**src/hdl/trb_ram.sv**
```systemverilog
// Generic simple dual-port RAM: one write port, one read port with registered read data.
// No dependencies.
module trb_ram #(
  parameter int WIDTH = 8,
  parameter int DEPTH = 16
) (
  input  logic                     clk_i,
  input  logic                     we_i,
  input  logic [$clog2(DEPTH)-1:0] waddr_i,
  input  logic [WIDTH-1:0]         wdata_i,
  input  logic                     re_i,
  input  logic [$clog2(DEPTH)-1:0] raddr_i,
  output logic [WIDTH-1:0]         rdata_o
);
  logic [WIDTH-1:0] mem_q [DEPTH];
  logic [WIDTH-1:0] rdata_q;

  always_ff @(posedge clk_i) begin
    if (we_i) begin
      mem_q[waddr_i] <= wdata_i;
    end
    if (re_i) begin
      rdata_q <= mem_q[raddr_i];
    end
  end

  assign rdata_o = rdata_q;
endmodule

```
**config.mk**
```make
export PLATFORM = sky130hd
export DESIGN_NAME = trb_ram
export DESIGN_NICKNAME = d
export VERILOG_FILES = /design/src/hdl/trb_ram.sv
export SDC_FILE = /design/constraint.sdc
export NUM_CORES = 1
export LEC_CHECK = 0
export ABC_AREA = 1
export BUFFER_PORTS_ARGS = -buffer_cell sky130_fd_sc_hd__buf_2
export CORE_MARGIN = 5
export CORE_UTILIZATION = 60
export DETAILED_ROUTE_END_ITERATION = 10
export MAX_ROUTING_LAYER = met4
export PLACE_DENSITY = 0.83
export SETUP_SLACK_MARGIN = 0.1
export SLEW_MARGIN = 30
export SYNTH_ARGS = -nofsm -noshare
export SYNTH_HDL_FRONTEND = slang
export SYNTH_SLANG_ARGS = --single-unit
```
**constraint.sdc**
```tcl
create_clock -name clk_i -period 3.4 [get_ports clk_i]
set_input_delay 0.51 -clock clk_i [delete_from_list [all_inputs] [get_ports clk_i]]
set_output_delay 0.51 -clock clk_i [all_outputs]
set_load 0.01 [all_outputs]
```
# Yosys cells after proc, flatten, opt, wreduce, memory -nomap -nowiden
# Memories as Yosys holds them, arrays and structs flattened. A register that Yosys moved wholly into a read port is not among the register bits.
# Cells that the tools add are included.
# op_classes
n_mux	2
# op_table
operator	count
two-way mux 1 bit	2
# totals
reg_bits	0
ram_bits	128
inputBits	19
elab_cells	3
memories	1
# mem_list
name	depth	word_bits	read_ports	rd_ports_with_merged_regs	wr	line	rtl
mem_q	16	8	1	1	1	15	logic [WIDTH-1:0] mem_q [DEPTH];

# Depth between registers and ports, before layout
# Gate-level depths: netlist of run 1.
# logic_depth
ltp_word	2
mapped_depth	8

# Worst setup path after synthesis of run 1
# OpenSTA, ideal clock, no wires.
# synth_path
kind	input to register
from	input port waddr_i[2]
to	memory mem_q[10][0] (enable)
setup_ns	0.370
t_arrival_ns	1.091
setup_slack_ns	1.939
path_stages	2
n_path_buf	0
cell_sequence	nand3b_1 -> nor2_1
# synth_rtl
item	line	rtl
start: declaration	9	input logic [$clog2(DEPTH)-1:0] waddr_i,
end: declaration	15	
# Straight into the memory's write port.

==> impl_metrics.csv, run 1 <==
group,metric,value,unit
min_path,worstHoldPathType,"in -> reg",
placed_design,dp_hpwl,7780,um
layout,final_core_util,68.5,%
global_route,grt_pass1_vias,3826,
timing,rsz0062_at_grt,"no",
worst_setup_path,critPathCaptureType,"flop",
timing,finalCritPeriodShare,50.7,%
min_path,whs_path_depth,1,
logic_synthesis,syn_nets,570,
timing,fmax,580,MHz
timing,worstMarginPinSlew,0.855,ns
floorplanning,pin_count,27,
floorplanning,die_area,11800,um^2
cts,cts_max_path_buffers,2,
placed_design,post_dp_cell_area,6010,um^2
cts,post_cts_buffers,0,
route,wl,12800,um
placed_design,dp_cells,690,
global_route,gr-total-overflow,0,
worst_setup_path,reg2reg_depth,6,
floorplanning,start_util,60.7,%
cts,cts_buffers,17,
worst_setup_path,crit_type,"in -> reg",
layout,final_layout_size_suffix_gt1_share,10.4,%
cts,cts_tree,"done",
global_route,grt_first_pass_wirelength,20200,um
floorplanning,core_area,9640,um^2
placed_design,pre_cts_ws,1.17,ns
timing,finalSetupViolCount,0,
logic_synthesis,avgSynthCellArea,10.6,um^2
worst_setup_path,rrSetupSlack,2.14,ns
layout,final_nets,595,
layout,fin_area,6600,um^2
route,routedWlPerCell,17.7,um
route,vias_per_cell,5.40,
run_status,status,"complete, no violations",
logic_synthesis,seq_area_frac_synth,69.8,%
floorplanning,fp.dieH,109,um
timing,setup_slack,1.68,ns
timing,fin_tns_setup,0,ns
layout,layout.cells.non_filler,720,
logic_synthesis,synth.area.top_cells,"edfxtp_1 70%, nand2_1 11%, nand3_1 8.3%, inv_1 6.4%, buf_6 1.2%",
timing,hold_ws,0.356,ns
power,ir_drop,0.382,mV
worst_setup_path,r2r_end,"rdata_o[6]",
logic_synthesis,syn_inst,551,
logic_synthesis,synth_top_area_share,69.8,%
timing,fin_worst_skew,0.00693,ns
worst_setup_path,critPathArrivalTime,2.00,ns
worst_setup_path,crit_end,"rdata_o[2]",
worst_setup_path,cp-startpoint,"raddr_i[0]",
cts,cts-root-buf,"clkbuf_8",
power,cellLeakagePower,2.83,nW
cts,clock_latency,0.52,ns
worst_setup_path,cp_max_fo,34,
logic_synthesis,yosysUniqueCellTypes,11,
job,cap_violations,0,
placed_design,gp_congestion,0.869,
logic_synthesis,post-synth-top-area-cell,"edfxtp_1",
layout,diodes,0,
route,vias,3888,
worst_setup_path,cp.required,3.68,ns
logic_synthesis,syn-cell-area,5850,um^2
cts,postCtsHoldBufs,0,
power,total_power,3.97,mW
cts,cts.htree.levels,4,
floorplanning,die_w,109,um
route,ant_nets,0,
worst_setup_path,cp-start-kind,"input port",
power,powerDensity,602,nW/um^2
layout,synthToLayoutAreaGrowth,12.9,%
cts,clk_pin_slew,0.06,ns
global_route,grtUsageTotal,24.3,%
logic_synthesis,ys_ff_latch,136,
route,drc,0,
global_route,antenna_found_initial,0,
timing,slew_viol_final,0,
cts,cts_resized,0,
timing,hold_viol,0,
timing,min_period,1.72,ns
cts,cts.sinks,136,
route,dr.pass1.iters,5,
worst_setup_path,reg2reg_from,"mem_q[5][6]",
timing,relSlewSlack,42.8,%
logic_synthesis,ys_warn_count,0,
global_route,grt_max_degree,35,
placed_design,io_buffer_count,26,
route,dr.first_iter.drc_count,419,
floorplanning,row_count,36,
## how the worst min path moves through the flow
| stage | from | to | slack, ns |
|---|---|---|---|
| final | re_i | rdata_o[2] | 0.36 |
| after CTS | re_i | rdata_o[2] | 0.36 |
| after floorplan | wdata_i[0] | mem_q[0][0] | 0.61 |
| after global routing | re_i | rdata_o[2] | 0.35 |
| after detailed placement | mem_q[13][1] | rdata_o[1] | 0.73 |
| after global placement | mem_q[12][5] | rdata_o[5] | 0.71 |
## where the power goes
| group | leakage (nW) | total, mW | switching, mW | internal (mW) |
|---|---|---|---|---|
| sequential | 1.24 | 1.90 | 0.0108 | 1.89 |
| clock | 0.279 | 1.85 | 0.670 | 1.18 |
| combinational | 1.31 | 0.221 | 0.162 | 0.0588 |
## flip-flops by register name (all words and copies together), names as in the netlist
signal	cells
mem_q	128
rdata_o	8
## synth_stat cells, drive strengths merged
cell / instances
nand2: 173
nor2: 17
edfxtp: 136
nand3b: 2
nand3: 97
inv: 102
buf: 24
## cell type report
class                   instances  area [um^2]
clock inverters                12          178
inverters                     102          383
multi-input cells             289         1210
well taps                     133          166
flip-flops and latches        136         4080
clock buffers                  18          418
repair buffers                 30          160
fillers                       671         3040
## worst max-delay path, stage by stage
cell and delay [ns]:
buf_2 0.51, buf_4 0.44, nand2_1 0.11, nand3_1 0.10, nand3_1 0.13, nand3_1 0.12
nand2_1 0.06
## layer usage
metal  up-vias  track usage (%)  share of wire [%]
met2       193             40.6                 51
met4         0             7.66                2.1
li1       1830                -                  -
met1      1840             29.6                 38
met3        25             5.51                9.0
met5         -                -                  0
## cells in the final DEF, fill, tap and decap left out, types with 4 or more instances in the layout
cell type and count:
buf_4 4, nor2_1 17, buf_2 26, clkbuf_16 16, nand3_1 97, inv_1 100, bufinv_16 4, edfxtp_1 136
clkinvlp_4 4, nand2_1 173
## logic make-up after synthesis
logic type / share of synthesized area, %
AND/OR/NAND/NOR: 20.8
flip-flops: 69.8
buffers and inverters: 9.39
Power figures use the tool's default switching activity.
==> inputs of run 2 (changes only) <==
- CORE_UTILIZATION: 60 -> 55
- PLACE_DENSITY: 0.83 -> 0.8
- clock period: 3.4 -> 1.5 ns (I/O delays scaled with it)
==> run 2 against run 1 <==
Count of clock-buffer cells in the layout did not move. Largest cell class unchanged. Via count increased by 2.9%. Die area grew 8.2%.
==> impl_metrics.csv, run 2 (same netlist as run 1, synthesis figures left out) <==
group,metric,value,unit
min_path,min_to,"rdata_o[0]",
cts,cts_buffers,17,
global_route,grtUsageTotal,22.5,%
worst_setup_path,reg2reg_depth,6,
run_status,status,"complete, no violations",
worst_setup_path,cp_max_fo,1,
min_path,worstHoldPathType,"in -> reg",
timing,finalCritPeriodShare,89.4,%
power,powerDensity,1350,nW/um^2
floorplanning,core_area,10400,um^2
placed_design,gp_congestion,0.970,
cts,post_cts_buffers,0,
worst_setup_path,rrSetupSlack,0.34,ns
layout,final_nets,618,
floorplanning,die_w,113,um
worst_setup_path,max_stage_delay,0.43,ns
route,dr.first_iter.drc_count,515,
worst_setup_path,crit_type,"reg -> out",
layout,layout_commonest_cell,"nand2_1",
worst_setup_path,reg2reg_from,"mem_q[4][0]",
worst_setup_path,r2r_end,"rdata_o[0]",
timing,relSlewSlack,58.5,%
timing,fmax,745,MHz
global_route,gr-total-overflow,0,
timing,finalSetupViolCount,0,
timing,slew_viol_final,0,
cts,cts_max_path_buffers,2,
global_route,grt_pass1_vias,3909,
worst_setup_path,cp.required,1.27,ns
layout,layout.cells.non_filler,746,
timing,fin_worst_skew,0.0109,ns
cts,cts.htree.levels,4,
floorplanning,start_util,56.4,%
layout,top_register,"mem_q",
min_path,whs_path_depth,1,
floorplanning,row_count,37,
layout,diodes,0,
worst_setup_path,crit_slowest_cell,"edfxtp_1",
global_route,grt_first_pass_wirelength,20700,um
cts,clk_pin_slew,0.06,ns
route,vias,3999,
floorplanning,die_area,12800,um^2
route,wl,13200,um
layout,final_layout_size_suffix_gt1_share,13.8,%
timing,rsz0062_at_grt,"no",
timing,worstMarginPinSlew,0.621,ns
global_route,antenna_found_initial,0,
route,ant_nets,0,
worst_setup_path,cp-start-kind,"flop",
layout,largest_reg_flops,128,
worst_setup_path,cp_top_family,"flip-flops",
worst_setup_path,critPathArrivalTime,1.12,ns
timing,fin_tns_setup,0,ns
power,cellLeakagePower,2.98,nW
layout,mostFrequentLayoutCells,"173 x nand2_1, 136 x edfxtp_1, 100 x inv_1",
worst_setup_path,critPathCaptureType,"output port",
floorplanning,fp.dieH,113,um
layout,synthToLayoutAreaGrowth,17.0,%
placed_design,io_buffer_count,26,
timing,min_period,1.34,ns
timing,hold_viol,0,
power,ir_drop,0.838,mV
cts,cts-root-buf,"clkbuf_8",
placed_design,dp_hpwl,8280,um
worst_setup_path,worst-path-buf-inv,1,
route,drc,0,
cts,postCtsHoldBufs,0,
cts,cts_resized,0,
worst_setup_path,worstPathCellList,"buf_2",
route,routedWlPerCell,17.7,um
job,cap_violations,0,
cts,cts_tree,"done",
route,dr.pass1.iters,5,
floorplanning,pin_count,27,
min_path,min-delay-start,"re_i",
placed_design,dp_cells,716,
global_route,grt_max_degree,33,
cts,cts.sinks,136,
route,vias_per_cell,5.36,
worst_setup_path,path_depth,1,
cts,clock_latency,0.52,ns
## run 2: power by group
part	switching, mW	internal, mW
registers	0.0279	4.28
logic	0.373	0.165
clock network	1.52	2.85
total	1.92	7.30
## run 2: cell type report
class	instances	area, um^2
repair buffers	53	370
clock inverters	12	201
well taps	136	170
fillers	758	3530
clock buffers	18	418
flip-flops and latches	136	4080
inverters	102	383
multi-input cells	289	1210
## run 2: per-layer routing
| metal | share of wire [%] | wire length [um] | global-route usage [%] | vias to the layer above |
|---|---|---|---|---|
| met5 | 0 | 0 | - | - |
| met3 | 9.4 | 1240 | 5.24 | 29 |
| met1 | 40 | 5320 | 29.4 | 1882 |
| met2 | 48 | 6390 | 34.6 | 215 |
| li1 | - | - | - | 1873 |
| met4 | 2.0 | 269 | 8.41 | 0 |
## run 2: through the flow
stage	instance area (um^2)	power, mW	hold WS (ns)	setup slack (ns)	util, %
after floorplan	5850	4.69	0.324	0.324	-
after global routing	6840	9.54	0.0626	0.112	66.0
after CTS	6840	9.26	0.0633	0.149	66.0
after global placement	6220	4.90	0.594	0.108	60.0
after detailed placement	6220	4.92	0.602	0.0845	60.0
final	6840	9.22	0.0893	0.158	66.0
## run 2: how the worst max path moves through the flow
stage,start,slack (ns),endpoint
finish,rdata_o[1],0.16,rdata_o[1]
global route,rdata_o[1],0.11,rdata_o[1]
CTS,rdata_o[1],0.15,rdata_o[1]
detailed placement,raddr_i[1],0.08,rdata_o[6]
global placement,raddr_i[1],0.11,rdata_o[0]
floorplan,waddr_i[2],0.32,mem_q[10][0]
